===== src/bitp_pkg.sv =====
// Shared definitions for the bounded integer text parser: character codes,
// parse modes, configuration register indexes and the digit decoder.
// No dependencies.
`default_nettype none

package bitp_pkg;

   localparam int unsigned VALUE_WIDTH_DEFAULT = 64;
   localparam int unsigned DATA_WIDTH          = 64;
   localparam int unsigned CHAR_WIDTH          = 8;
   localparam int unsigned CSR_INDEX_WIDTH     = 2;
   localparam int unsigned MODE_WIDTH          = 2;
   localparam int unsigned DIGIT_WIDTH         = 4;

   typedef enum logic [MODE_WIDTH-1:0] {
      MODE_UNSIGNED_DEC = 2'd0,
      MODE_UNSIGNED_HEX = 2'd1,
      MODE_SIGNED_DEC   = 2'd2
   } mode_type;

   typedef enum logic [CSR_INDEX_WIDTH-1:0] {
      CSR_PARSE_MODE  = 2'd0,
      CSR_UPPER_BOUND = 2'd1,
      CSR_LOWER_BOUND = 2'd2
   } csr_index_type;

   localparam logic [CHAR_WIDTH-1:0] CHAR_ZERO  = 8'h30;
   localparam logic [CHAR_WIDTH-1:0] CHAR_NINE  = 8'h39;
   localparam logic [CHAR_WIDTH-1:0] CHAR_UP_A  = 8'h41;
   localparam logic [CHAR_WIDTH-1:0] CHAR_UP_F  = 8'h46;
   localparam logic [CHAR_WIDTH-1:0] CHAR_LOW_A = 8'h61;
   localparam logic [CHAR_WIDTH-1:0] CHAR_LOW_F = 8'h66;
   localparam logic [CHAR_WIDTH-1:0] CHAR_PLUS  = 8'h2B;
   localparam logic [CHAR_WIDTH-1:0] CHAR_MINUS = 8'h2D;

   localparam logic [DIGIT_WIDTH-1:0] HEX_LETTER_BASE = 4'd10;

   localparam logic [DATA_WIDTH-1:0] UPPER_BOUND_RESET = {DATA_WIDTH{1'b1}};
   localparam logic [DATA_WIDTH-1:0] LOWER_BOUND_RESET = {1'b1, {(DATA_WIDTH-1){1'b0}}};

   typedef struct packed {
      logic                   ok;
      logic [DIGIT_WIDTH-1:0] value;
   } digit_type;

   // Decodes one character as a digit of base 10, or base 16 when hex is set.
   function automatic digit_type digit_of(input logic [CHAR_WIDTH-1:0] c, input logic hex);
      digit_type d;
      logic [CHAR_WIDTH-1:0] offset;
      d      = '0;
      offset = '0;
      if (c >= CHAR_ZERO && c <= CHAR_NINE) begin
         offset  = c - CHAR_ZERO;
         d.ok    = 1'b1;
         d.value = offset[DIGIT_WIDTH-1:0];
      end else if (hex && c >= CHAR_UP_A && c <= CHAR_UP_F) begin
         offset  = c - CHAR_UP_A;
         d.ok    = 1'b1;
         d.value = offset[DIGIT_WIDTH-1:0] + HEX_LETTER_BASE;
      end else if (hex && c >= CHAR_LOW_A && c <= CHAR_LOW_F) begin
         offset  = c - CHAR_LOW_A;
         d.ok    = 1'b1;
         d.value = offset[DIGIT_WIDTH-1:0] + HEX_LETTER_BASE;
      end
      return d;
   endfunction

endpackage

`default_nettype wire


===== src/bounded_integer_text_parser.sv =====
// Top level of the bounded integer text parser: field state, bound check,
// result register with one skid entry. Depends on bitp_pkg.
//
// The block takes one character per clock unless the skid register is full;
// the result of a field is registered when its last character is accepted.
// Each character passes through a single registered
// step: the accumulator is scaled by 10 or 16, the digit is added and the
// sum is compared against the active bound in the same cycle, and that
// add-and-compare path sets the clock rate. Two result entries (an output
// register and a skid register) let characters keep flowing while a result
// waits on rsp_tready. Configuration registers are read on every character;
// write them only while no field is in progress.
`default_nettype none

module bounded_integer_text_parser #(
   parameter int unsigned VALUE_WIDTH = bitp_pkg::VALUE_WIDTH_DEFAULT
) (
   input  wire logic                                 clock,
   input  wire logic                                 reset,
   // Input stream.
   input  wire logic                                 req_tvalid,
   output      logic                                 req_tready,
   input  wire logic [bitp_pkg::CHAR_WIDTH-1:0]      req_tdata,  // [7:0] char_code
   input  wire logic                                 req_tlast,  // last_char
   // Result stream.
   output      logic                                 rsp_tvalid,
   input  wire logic                                 rsp_tready,
   output      logic [bitp_pkg::DATA_WIDTH-1:0]      rsp_tdata,  // [63:0] value_bits
   output      logic                                 rsp_tuser,  // field_valid
   // Configuration write port.
   input  wire logic                                 csr_we,
   input  wire logic [bitp_pkg::CSR_INDEX_WIDTH-1:0] csr_index,
   input  wire logic [bitp_pkg::DATA_WIDTH-1:0]      csr_wdata
);

   import bitp_pkg::*;

   localparam int unsigned SUM_WIDTH = VALUE_WIDTH + 4;

   localparam logic [DATA_WIDTH-1:0] WIDTH_MASK =
      (VALUE_WIDTH >= DATA_WIDTH) ? {DATA_WIDTH{1'b1}}
                                  : ((DATA_WIDTH'(1) << VALUE_WIDTH) - DATA_WIDTH'(1));
   localparam logic [DATA_WIDTH-1:0] SIGNED_MAX = WIDTH_MASK >> 1;
   localparam logic [DATA_WIDTH-1:0] NEG_LIMIT  = SIGNED_MAX + DATA_WIDTH'(1);

   // Configuration registers.
   logic [MODE_WIDTH-1:0] parse_mode_ff;
   logic [DATA_WIDTH-1:0] upper_bound_ff;
   logic [DATA_WIDTH-1:0] lower_bound_ff;

   // Field state.
   logic [VALUE_WIDTH-1:0] acc_ff, acc_in;
   logic                   neg_ff, neg_in;
   logic                   start_ff, start_in;
   logic                   seen_ff, seen_in;
   logic                   failed_ff, failed_in;

   // Result entries: magnitude, sign and valid flag.
   logic                   out_valid_ff, skid_valid_ff;
   logic [VALUE_WIDTH-1:0] out_mag_ff, skid_mag_ff;
   logic                   out_neg_ff, skid_neg_ff;
   logic                   out_ok_ff, skid_ok_ff;

   logic                   take_in, push, pop;
   logic                   mode_hex, mode_signed, mode_unused, is_sign;
   logic                   bad_bounds;
   logic [DATA_WIDTH-1:0]  neg_lower, limit_full;
   logic [VALUE_WIDTH-1:0] limit_w;
   logic [SUM_WIDTH-1:0]   scaled, sum;
   logic                   fits;
   digit_type              digit;
   logic                   new_ok;
   logic [VALUE_WIDTH-1:0] new_mag;
   logic                   new_neg;
   logic [DATA_WIDTH-1:0]  out_mag_full;

   assign req_tready = !skid_valid_ff;
   assign take_in    = req_tvalid && req_tready;
   assign push       = take_in && req_tlast;
   assign pop        = out_valid_ff && rsp_tready;

   always_ff @(posedge clock) begin
      if (reset) begin
         parse_mode_ff  <= MODE_UNSIGNED_DEC;
         upper_bound_ff <= UPPER_BOUND_RESET;
         lower_bound_ff <= LOWER_BOUND_RESET;
      end else if (csr_we) begin
         unique case (csr_index)
            CSR_PARSE_MODE:  parse_mode_ff  <= csr_wdata[MODE_WIDTH-1:0];
            CSR_UPPER_BOUND: upper_bound_ff <= csr_wdata;
            CSR_LOWER_BOUND: lower_bound_ff <= csr_wdata;
            default: ;
         endcase
      end
   end

   // Active bound for the current sign and mode, clamped to VALUE_WIDTH.
   always_comb begin
      mode_hex    = (parse_mode_ff == MODE_UNSIGNED_HEX);
      mode_signed = (parse_mode_ff == MODE_SIGNED_DEC);
      mode_unused = !(parse_mode_ff == MODE_UNSIGNED_DEC || mode_hex || mode_signed);
      bad_bounds  = upper_bound_ff[DATA_WIDTH-1] ||
                    (lower_bound_ff != '0 && !lower_bound_ff[DATA_WIDTH-1]);
      neg_lower   = '0 - lower_bound_ff;
      if (mode_signed && neg_ff) begin
         limit_full = (neg_lower > NEG_LIMIT) ? NEG_LIMIT : neg_lower;
      end else if (mode_signed) begin
         limit_full = (upper_bound_ff < SIGNED_MAX) ? upper_bound_ff : SIGNED_MAX;
      end else begin
         limit_full = (upper_bound_ff < WIDTH_MASK) ? upper_bound_ff : WIDTH_MASK;
      end
      limit_w = limit_full[VALUE_WIDTH-1:0];
   end

   // Scaling by 16 is a shift; by 10 it is 8x plus 2x. The sum never wraps,
   // so comparing it with the bound covers both the digit and overflow checks.
   always_comb begin
      digit  = digit_of(req_tdata, mode_hex);
      scaled = mode_hex ? {acc_ff, 4'b0000}
                        : ({1'b0, acc_ff, 3'b000} + {3'b000, acc_ff, 1'b0});
      sum    = scaled + SUM_WIDTH'(digit.value);
      fits   = (sum <= {4'b0000, limit_w});
   end

   always_comb begin
      is_sign   = (req_tdata == CHAR_PLUS) || (req_tdata == CHAR_MINUS);
      acc_in    = acc_ff;
      neg_in    = neg_ff;
      start_in  = start_ff;
      seen_in   = seen_ff;
      failed_in = failed_ff;
      if (!failed_ff) begin
         start_in = 1'b0;
         priority if (mode_unused) begin
            failed_in = 1'b1;
         end else if (start_ff && is_sign) begin
            if (req_tdata == CHAR_MINUS) begin
               if (mode_signed) begin
                  neg_in = 1'b1;
               end else begin
                  failed_in = 1'b1;
               end
            end
         end else if (mode_signed && bad_bounds) begin
            failed_in = 1'b1;
         end else if (!digit.ok || !fits) begin
            failed_in = 1'b1;
         end else begin
            acc_in  = sum[VALUE_WIDTH-1:0];
            seen_in = 1'b1;
         end
      end
      new_ok  = !failed_in && seen_in;
      new_mag = new_ok ? acc_in : '0;
      new_neg = new_ok && neg_in;
   end

   always_ff @(posedge clock) begin
      if (reset) begin
         acc_ff    <= '0;
         neg_ff    <= 1'b0;
         start_ff  <= 1'b1;
         seen_ff   <= 1'b0;
         failed_ff <= 1'b0;
      end else if (take_in) begin
         if (req_tlast) begin
            acc_ff    <= '0;
            neg_ff    <= 1'b0;
            start_ff  <= 1'b1;
            seen_ff   <= 1'b0;
            failed_ff <= 1'b0;
         end else begin
            acc_ff    <= acc_in;
            neg_ff    <= neg_in;
            start_ff  <= start_in;
            seen_ff   <= seen_in;
            failed_ff <= failed_in;
         end
      end
   end

   // Result entries. The skid entry only fills while the output entry is
   // held, and input is stalled while it is full.
   always_ff @(posedge clock) begin
      if (reset) begin
         out_valid_ff  <= 1'b0;
         skid_valid_ff <= 1'b0;
      end else if (skid_valid_ff) begin
         if (pop) begin
            out_valid_ff  <= 1'b1;
            skid_valid_ff <= 1'b0;
         end
      end else if (!out_valid_ff || pop) begin
         out_valid_ff <= push;
      end else if (push) begin
         skid_valid_ff <= 1'b1;
      end
   end

   always_ff @(posedge clock) begin
      if (skid_valid_ff) begin
         if (pop) begin
            out_mag_ff <= skid_mag_ff;
            out_neg_ff <= skid_neg_ff;
            out_ok_ff  <= skid_ok_ff;
         end
      end else if (!out_valid_ff || pop) begin
         out_mag_ff <= new_mag;
         out_neg_ff <= new_neg;
         out_ok_ff  <= new_ok;
      end else if (push) begin
         skid_mag_ff <= new_mag;
         skid_neg_ff <= new_neg;
         skid_ok_ff  <= new_ok;
      end
   end

   assign out_mag_full = DATA_WIDTH'(out_mag_ff);
   assign rsp_tvalid   = out_valid_ff;
   assign rsp_tdata    = out_neg_ff ? ('0 - out_mag_full) : out_mag_full;
   assign rsp_tuser    = out_ok_ff;

   a_skid_needs_out: assert property (@(posedge clock) disable iff (reset)
      skid_valid_ff |-> out_valid_ff)
      else $error("skid entry holds a result while the output entry is empty");

   a_invalid_is_zero: assert property (@(posedge clock) disable iff (reset)
      (rsp_tvalid && !rsp_tuser) |-> (rsp_tdata == '0))
      else $error("invalid field result carries a nonzero value");

   a_field_cleared: assert property (@(posedge clock) disable iff (reset)
      push |=> (start_ff && !seen_ff && !failed_ff && !neg_ff && acc_ff == '0))
      else $error("field state not cleared after the last character");

   a_no_digit_zero_acc: assert property (@(posedge clock) disable iff (reset)
      !seen_ff |-> (acc_ff == '0))
      else $error("accumulator nonzero before any digit was taken");

   a_neg_only_signed: assert property (@(posedge clock) disable iff (reset)
      (take_in && !failed_ff && !mode_signed) |=> ($past(neg_ff) == neg_ff || $past(req_tlast)))
      else $error("sign flag set outside signed mode");

endmodule

`default_nettype wire

===== config.mk =====
export PLATFORM = sky130hd
export DESIGN_NAME = bounded_integer_text_parser
export DESIGN_NICKNAME = d
export VERILOG_FILES = /design/src/bitp_pkg.sv /design/src/bounded_integer_text_parser.sv
export SDC_FILE = /design/constraint.sdc
export NUM_CORES = 1
export LEC_CHECK = 0
export BUFFER_PORTS_ARGS = -buffer_cell sky130_fd_sc_hd__buf_4
export CORE_ASPECT_RATIO = 1.5
export CORE_MARGIN = 2
export CORE_UTILIZATION = 60
export CTS_CLUSTER_DIAMETER = 50
export CTS_CLUSTER_SIZE = 28
export DETAILED_ROUTE_END_ITERATION = 10
export PLACE_DENSITY_LB_ADDON = 0.2
export RECOVER_POWER = 100
export SYNTH_ARGS = -nofsm -noshare
export SYNTH_HDL_FRONTEND = slang
export SYNTH_SLANG_ARGS = --single-unit

===== constraint.sdc =====
create_clock -name clock -period 10.4 [get_ports clock]
set_input_delay 0.52 -clock clock [delete_from_list [all_inputs] [get_ports clock]]
set_output_delay 0.52 -clock clock [all_outputs]
set_load 0.02 [all_outputs]

== After elaboration in Yosys (flattened, before gate mapping) ==
Cells that the tools add are included.
Word-level totals
  bits in registers: 332
  input port bits: 80
  output and inout bits: 67
  logic and storage cells: 136
Cells by class
  add/sub/neg operators: 9
  $lt $le $gt $ge: 10
  equal/unequal tests: 8
  muxes and demuxes: 55
  bitwise gates (word level): 2
  reductions and logical operators: 36
Operator list (number)
  $mux 64: 16
  $sub 1x64->64 const A: 2
  $add 67x65->68: 1
  $add 68x4->68: 1
  $le 68x64->1: 1
  $mux 68: 1
  $gt 64x64->1 const B: 1
  $lt 64x63->1 const B: 1
  $lt 64x64->1 const B: 1
  $reduce_bool 64->1: 1
  $mux 1: 35
  $eq 8x6->1 const B: 2
  $ge 8x7->1 const B: 2
  $le 8x7->1 const B: 2
  $mux 5: 3
  $logic_and 1x1->1: 14
  $sub 4x1->4 const B: 3
  $reduce_and 2->1: 5
  $add 4x4->4 const B: 2
  $ge 8x6->1 const B: 1
  $le 8x6->1 const B: 1
  $logic_not 1->1: 6
  $logic_or 1x1->1: 6
  $eq 2x1->1 const B: 2
  other kinds (7): 10

== Logic depth before layout (Yosys ltp) ==
  depth in word-level cells: 20
  depth in mapped cells: 41
  gate-level depth less buffers: 36

== Least setup slack after synthesis ==
No wires, ideal clock.
  path type: reg2reg
  start point: reg parse_mode_ff[1]
  end point: reg acc_ff[51]
  library setup time: 0.074 ns
  arrival: 8.944 ns
  setup slack: 1.381 ns
  cell stages (with the launch flop): 38
  path buffers: 10
  cell sequence: dfxtp_1 -> nand2b_1 -> buf_2 -> buf_2 -> clkbuf_1 -> buf_1 -> buf_1 -> clkbuf_1 -> buf_1 -> clkbuf_1 -> and2_1 -> ha_1 -> a21o_1 -> a21oi_1 -> or3_1 -> nor3b_1 -> and2b_1 -> or3b_2 -> (+2 left out) -> clkbuf_1 -> nor4b_1 -> xor2_1 -> inv_1 -> ha_1 -> and4_1 -> nand3_1 -> or3_1 -> or3_1 -> nor4_1 -> a21oi_1 -> o211ai_1 -> nand4b_1 -> a2111oi_4 -> o211ai_2 -> buf_2 -> or3_1 -> a31oi_1
On the way
  word-level cells in the longest chain between the ends: 16
  elaborated cells between the ends (all ways): 28
  those cells by class: add/sub: 1; order compare: 1; eq/ne: 2; mux: 12; reduce/logical: 12
Ends and longest elaborated chain
  start: declaration: RTL line bounded_integer_text_parser.sv:47  | logic [MODE_WIDTH-1:0] parse_mode_ff;
  start signal: assignment: RTL line bounded_integer_text_parser.sv:89  | CSR_PARSE_MODE: parse_mode_ff <= csr_wdata[MODE_WIDTH-1:0];
  $eq 2x1->1: RTL line bounded_integer_text_parser.sv:99  | mode_hex = (parse_mode_ff == MODE_UNSIGNED_HEX);
  $logic_and 1x1->1 (2 in series): RTL line bitp_pkg.sv:60  | end else if (hex && c >= CHAR_LOW_A && c <= CHAR_LOW_F) begin
  $mux 5: RTL line bitp_pkg.sv:60
  $mux 5: RTL line bitp_pkg.sv:56  | end else if (hex && c >= CHAR_UP_A && c <= CHAR_UP_F) begin
  $mux 5: RTL line bitp_pkg.sv:52  | if (c >= CHAR_ZERO && c <= CHAR_NINE) begin
  $add 68x4->68: RTL line bounded_integer_text_parser.sv:121  | sum = scaled + SUM_WIDTH'(digit.value);
  $le 68x64->1: RTL line bounded_integer_text_parser.sv:122  | fits = (sum <= {4'b0000, limit_w});
  $logic_not 1->1: RTL line bounded_integer_text_parser.sv:146  | end else if (!digit.ok || !fits) begin
  $logic_or 1x1->1: RTL line bounded_integer_text_parser.sv:146
  $mux 64: RTL line bounded_integer_text_parser.sv:146
  $mux 64: RTL line bounded_integer_text_parser.sv:144  | end else if (mode_signed && bad_bounds) begin
  $mux 64: RTL line bounded_integer_text_parser.sv:136  | end else if (start_ff && is_sign) begin
  $mux 64 *: RTL line bounded_integer_text_parser.sv:134  | priority if (mode_unused) begin
  $mux 64 *: RTL line bounded_integer_text_parser.sv:132  | if (!failed_ff) begin
  $mux 64 *: RTL line bounded_integer_text_parser.sv:166  | if (req_tlast) begin
  end signal: assignment: RTL line bounded_integer_text_parser.sv:173  | acc_ff <= acc_in;
  end: declaration: RTL line bounded_integer_text_parser.sv:52  | logic [VALUE_WIDTH-1:0] acc_ff, acc_in;
Every way passes the cells marked *; elsewhere a longest branch is shown, timed or not.
A chain may end at the register's enable or synchronous reset.

== Final worst setup path ==
  start point: reg parse_mode_ff[0]
  end point: reg out_mag_ff[51], data pin
On the way
  word-level cells in the longest chain between the ends: 20
  elaborated cells between the ends (all ways): 44
  those cells by class: add/sub: 1; order compare: 1; eq/ne: 2; mux: 26; reduce/logical: 14
Ends and longest elaborated chain
  $eq 2x1->1: RTL line bounded_integer_text_parser.sv:99
  $logic_and 1x1->1 (2 in series): RTL line bitp_pkg.sv:60
  $mux 5: RTL line bitp_pkg.sv:60
  $mux 5: RTL line bitp_pkg.sv:56
  $mux 5: RTL line bitp_pkg.sv:52
  $add 68x4->68: RTL line bounded_integer_text_parser.sv:121
  $le 68x64->1: RTL line bounded_integer_text_parser.sv:122
  $logic_not 1->1: RTL line bounded_integer_text_parser.sv:146
  (+4 left out)
  $mux 1: RTL line bounded_integer_text_parser.sv:134
  $mux 1: RTL line bounded_integer_text_parser.sv:132
  $logic_not 1->1: RTL line bounded_integer_text_parser.sv:153  | new_ok = !failed_in && seen_in;
  $logic_and 1x1->1: RTL line bounded_integer_text_parser.sv:153
  $mux 64 *: RTL line bounded_integer_text_parser.sv:154  | new_mag = new_ok ? acc_in : '0;
  named net new_mag[51]: RTL line bounded_integer_text_parser.sv:73  | logic [VALUE_WIDTH-1:0] new_mag;
  $mux 64 *: RTL line bounded_integer_text_parser.sv:207  | end else if (!out_valid_ff || pop) begin
  $mux 64 *: RTL line bounded_integer_text_parser.sv:201  | if (skid_valid_ff) begin
  end signal: assignment: RTL line bounded_integer_text_parser.sv:203  | out_mag_ff <= skid_mag_ff;
  end signal: assignment: RTL line bounded_integer_text_parser.sv:208  | out_mag_ff <= new_mag;
  end: declaration: RTL line bounded_integer_text_parser.sv:60  | logic [VALUE_WIDTH-1:0] out_mag_ff, skid_mag_ff;
The timed path passes the listed nets; every way through them passes the cells marked *. The select of a mux whose other input is x is not followed.

==> flow_summary_export.csv <==
group,metric,value,unit
status,outcome,"finished, violations left",
status,violations,"capacitance limit, slew limit",
timing,timing.final.max_slew_violations,611,
placement,dp_slack,0.7867,ns
timing,rsz0062_at_grt,"no",
synth,synth_xor_area_share,7.201,%
die,die_height,259.7,um
synth,synth_cells,3326,
critical_path,path_buf_inv,2,
hold_path,hp-class,"in -> reg",
synth,ys_ff_latch,332,
pwr,p_per_area,111.0,mW/mm^2
timing,slew_headroom,-236.6,%
global_routing,grt.overflow.total,0,
run,drv_cap,9,
routing,ant_nets,0,
layout,layout_commonest_cell,"nand2_1",
critical_path,critPathCaptureType,"register",
timing,finalSetupTns,0,ns
global_routing,grt_pass1_wl,140500,um
timing,fin_ws,0.7345,ns
clock_tree,cts.path.max_buffers,3,
synth,postSynth.asyncResetShare,0,%
timing,max_freq,0.1035,GHz
critical_path,worstPathArrival,10.12,ns
layout,finish.instance_area,0.02825,sq mm
synth,ys_warn_count,0,
synth,yosysSeqAreaShare,30.47,%
synth,avgSynthCellArea,7.862,sq um
pwr,leakage,11.10,nW
clock_tree,cts.sinks,332,
clock_tree,numCtsBuffers,29,
synth,synth_area_leaders,"dfxtp_1, edfxtp_1, nand2_1, ha_1, xnor2_1",
die,num_io_pins,147,
global_routing,antenna_found_initial,0,
routing,viasPerCell,6.701,
clock_tree,cts-root-buf,"clkbuf_16",
synth,synth_flop_cell,"dfxtp_1",
global_routing,grt_most_used_layer,"met2",
routing,vias,26368,
critical_path,startpoint_type,"register",
synth,synth_edf_count,132,
critical_path,crit_required,10.85,ns
clock_tree,cts_resized,0,
placement,hpwlAfterDp,68880,um
clock_tree,htree_levels,1,
layout,mostFrequentLayoutCells,"nand2_1, o21ai_0, a21oi_1, dfxtp_1, nor2_1",
global_routing,gr-usage-met1,48.43,%
global_routing,grt_use_total,38.96,%
layout,area.growth.synth_to_final,8.029,%
layout,nFillCells,3740,
pwr,ir_worst_vdd,0.1611,mV
die,row_count,93,
layout,nets,3558,
synth,synth-simple-area-share,26.86,%
critical_path,cp_max_fo,38,
timing,hold_violations,0,
layout,diodes,0,
global_routing,met2_usage,65.65,%
clock_tree,hold_buffers,0,
global_routing,grt_util_met3,4.240,%
critical_path,slowest_delay,0.59,ns
timing,finalSetupViolations,0,
placement,place.gp.congestion,1.042,
die,core,0.04294,sq mm
routing,drt_iter0_drc,2359,
clock_tree,post_cts_buffers,0,
critical_path,cp_slowest_cell,"o21ai_0",
synth,netlist_area,0.02615,sq mm
synth,synth_nets,3542,
synth,synth.distinct_cells,98,
synth,synthMuxAreaShare,4.091,%
global_routing,grt_max_degree,125,
die,die-width,174.5,um
synth,yosys.area.top_type,"dfxtp_1",
placement,portBuffers,146,
clock_tree,clkTransAtPathRegs,0.09,ns
synth,synthAdderAreaFrac,6.565,%
synth,synth-compound-area-share,20.28,%
routing,drc_errors,0,
timing,timing.final.crit_share,92.94,%
placement,placed_area,0.02752,sq mm
synth,synth_top_family_by_area,"simple AND/OR/NAND/NOR gates",
die,start_util,60.90,%
synth,synth_top_area_share,15.31,%
pwr,totalPowerFinal,3.135,mW
layout,fin_util,65.79,%
clock_tree,clk-insertion-delay-late,0.62,ns
critical_path,critPathKind,"reg -> reg",
timing,skew,0.03172,ns
routing,wirelength,90520,um
clock_tree,cts_tree,"done",
timing,tightest_slew,5.049,ns
die,design.die.area,0.04530,sq mm
routing,routedWlPerCell,23.00,um
routing,drtPass1Iterations,6,
critical_path,crit_family,"simple AND/OR/NAND/NOR gates",
layout,drive_gt1_share,7.994,%
timing,finalCriticalPeriod,9.666,ns
global_routing,first_global_vias,25514,
==> path summary, 6_finish.rpt <==
check | to | depth (start not counted) | slack, ns | from
setup reg to reg | out_mag_ff[51]$_DFFE_PP_ | 29 | 0.73 | parse_mode_ff[0]$_SDFFE_PP0P_
setup / recovery | out_mag_ff[51]$_DFFE_PP_ | 29 | 0.73 | parse_mode_ff[0]$_SDFFE_PP0P_
hold / removal | upper_bound_ff[30]$_SDFFE_PP1P_ | 3 | 0.12 | csr_wdata[30]
hold reg to reg | seen_ff$_SDFFE_PP0P_ | 2 | 0.48 | seen_ff$_SDFFE_PP0P_
==> cell families (layout without fill, tap and decap cells) <==
| group | after synthesis | in the layout |
|---|---|---|
| buffers and inverters | 297 | 336 |
| muxes | 98 | 98 |
| DFF | 332 | 332 |
| xor gates and xnor gates | 215 | 215 |
| AOI/OAI and AO/OA | 843 | 843 |
| and+or+nand+nor | 1405 | 1405 |
| adders and majority gates | 136 | 136 |
==> metrics by stage <==
step / std cells / hold WS [ns]
floorplan: 3326 / 0.4304
global placement: 3881 / 0.4544
global route: 3935 / 0.1313
finish: 3935 / 0.1165
CTS: 3935 / 0.1034
detailed placement: 3881 / 0.4623
==> worst reg2reg max path: cells and delay by family, from the launching register on <==
kind                       cells  cell delay (ns)
adders and majority gates      2             0.53
and+or+nand+nor               15             5.25
muxes                          1             0.27
buffers and inverters          2             0.43
xor gates and xnor gates       1             0.27
DFF                            1             0.51
AOI/OAI and AO/OA              8             2.25
==> cell usage after synthesis, types with 23 or more instances <==
cell type  instances
o31ai_1           68
nor2_1           169
dfxtp_1          200
nand3b_1         125
ha_1             134
mux2i_1           27
buf_2             26
or3_1             38
a21o_1            27
edfxtp_1         132
nand2_1          589
a31oi_1           78
a211oi_1          25
nand2b_1          44
xor2_1            74
o21ai_1           47
inv_1             96
nor3_1            75
mux2_2            71
a21oi_1          214
nor4_1            37
nand4_1           65
clkbuf_1         148
or4_1             27
nand3_1          101
xnor2_1          141
and2_1            25
and3_1            23
o21ai_0          203
o21a_1            25
==> power breakdown <==
group	leakage, nW	internal [mW]	total (mW)	switching [mW]
registers	3.00	1.39	1.44	0.0495
logic	7.57	0.176	0.490	0.313
clock network	0.527	0.587	1.20	0.618
==> registers in the layout (all words and copies together), names as in the netlist, 2 cells and up <==
name and count:
lower_bound_ff 64, out_mag_ff 64, acc_ff 64, skid_mag_ff 64, upper_bound_ff 64, parse_mode_ff 2
==> per-layer routing <==
metal	part of all wire, %	vias to the layer above
met1	39	12415
met4	6.5	0
met2	46	1485
li1	-	12167
met5	0	-
met3	8.4	301
==> area by class of cell <==
class / instances / area [sq um] / share of cell area, %
repair buffers: 184 / 1109 / 3.924
well taps: 570 / 713.2 / 2.525
inverters: 98 / 367.9 / 1.302
clock inverters: 23 / 317.8 / 1.125
multi-input cells: 2697 / 17030 / 60.29
clock buffers: 31 / 743.2 / 2.631
flip-flops and latches: 332 / 7968 / 28.21
Note: power is estimated with default switching activity, not from simulation.
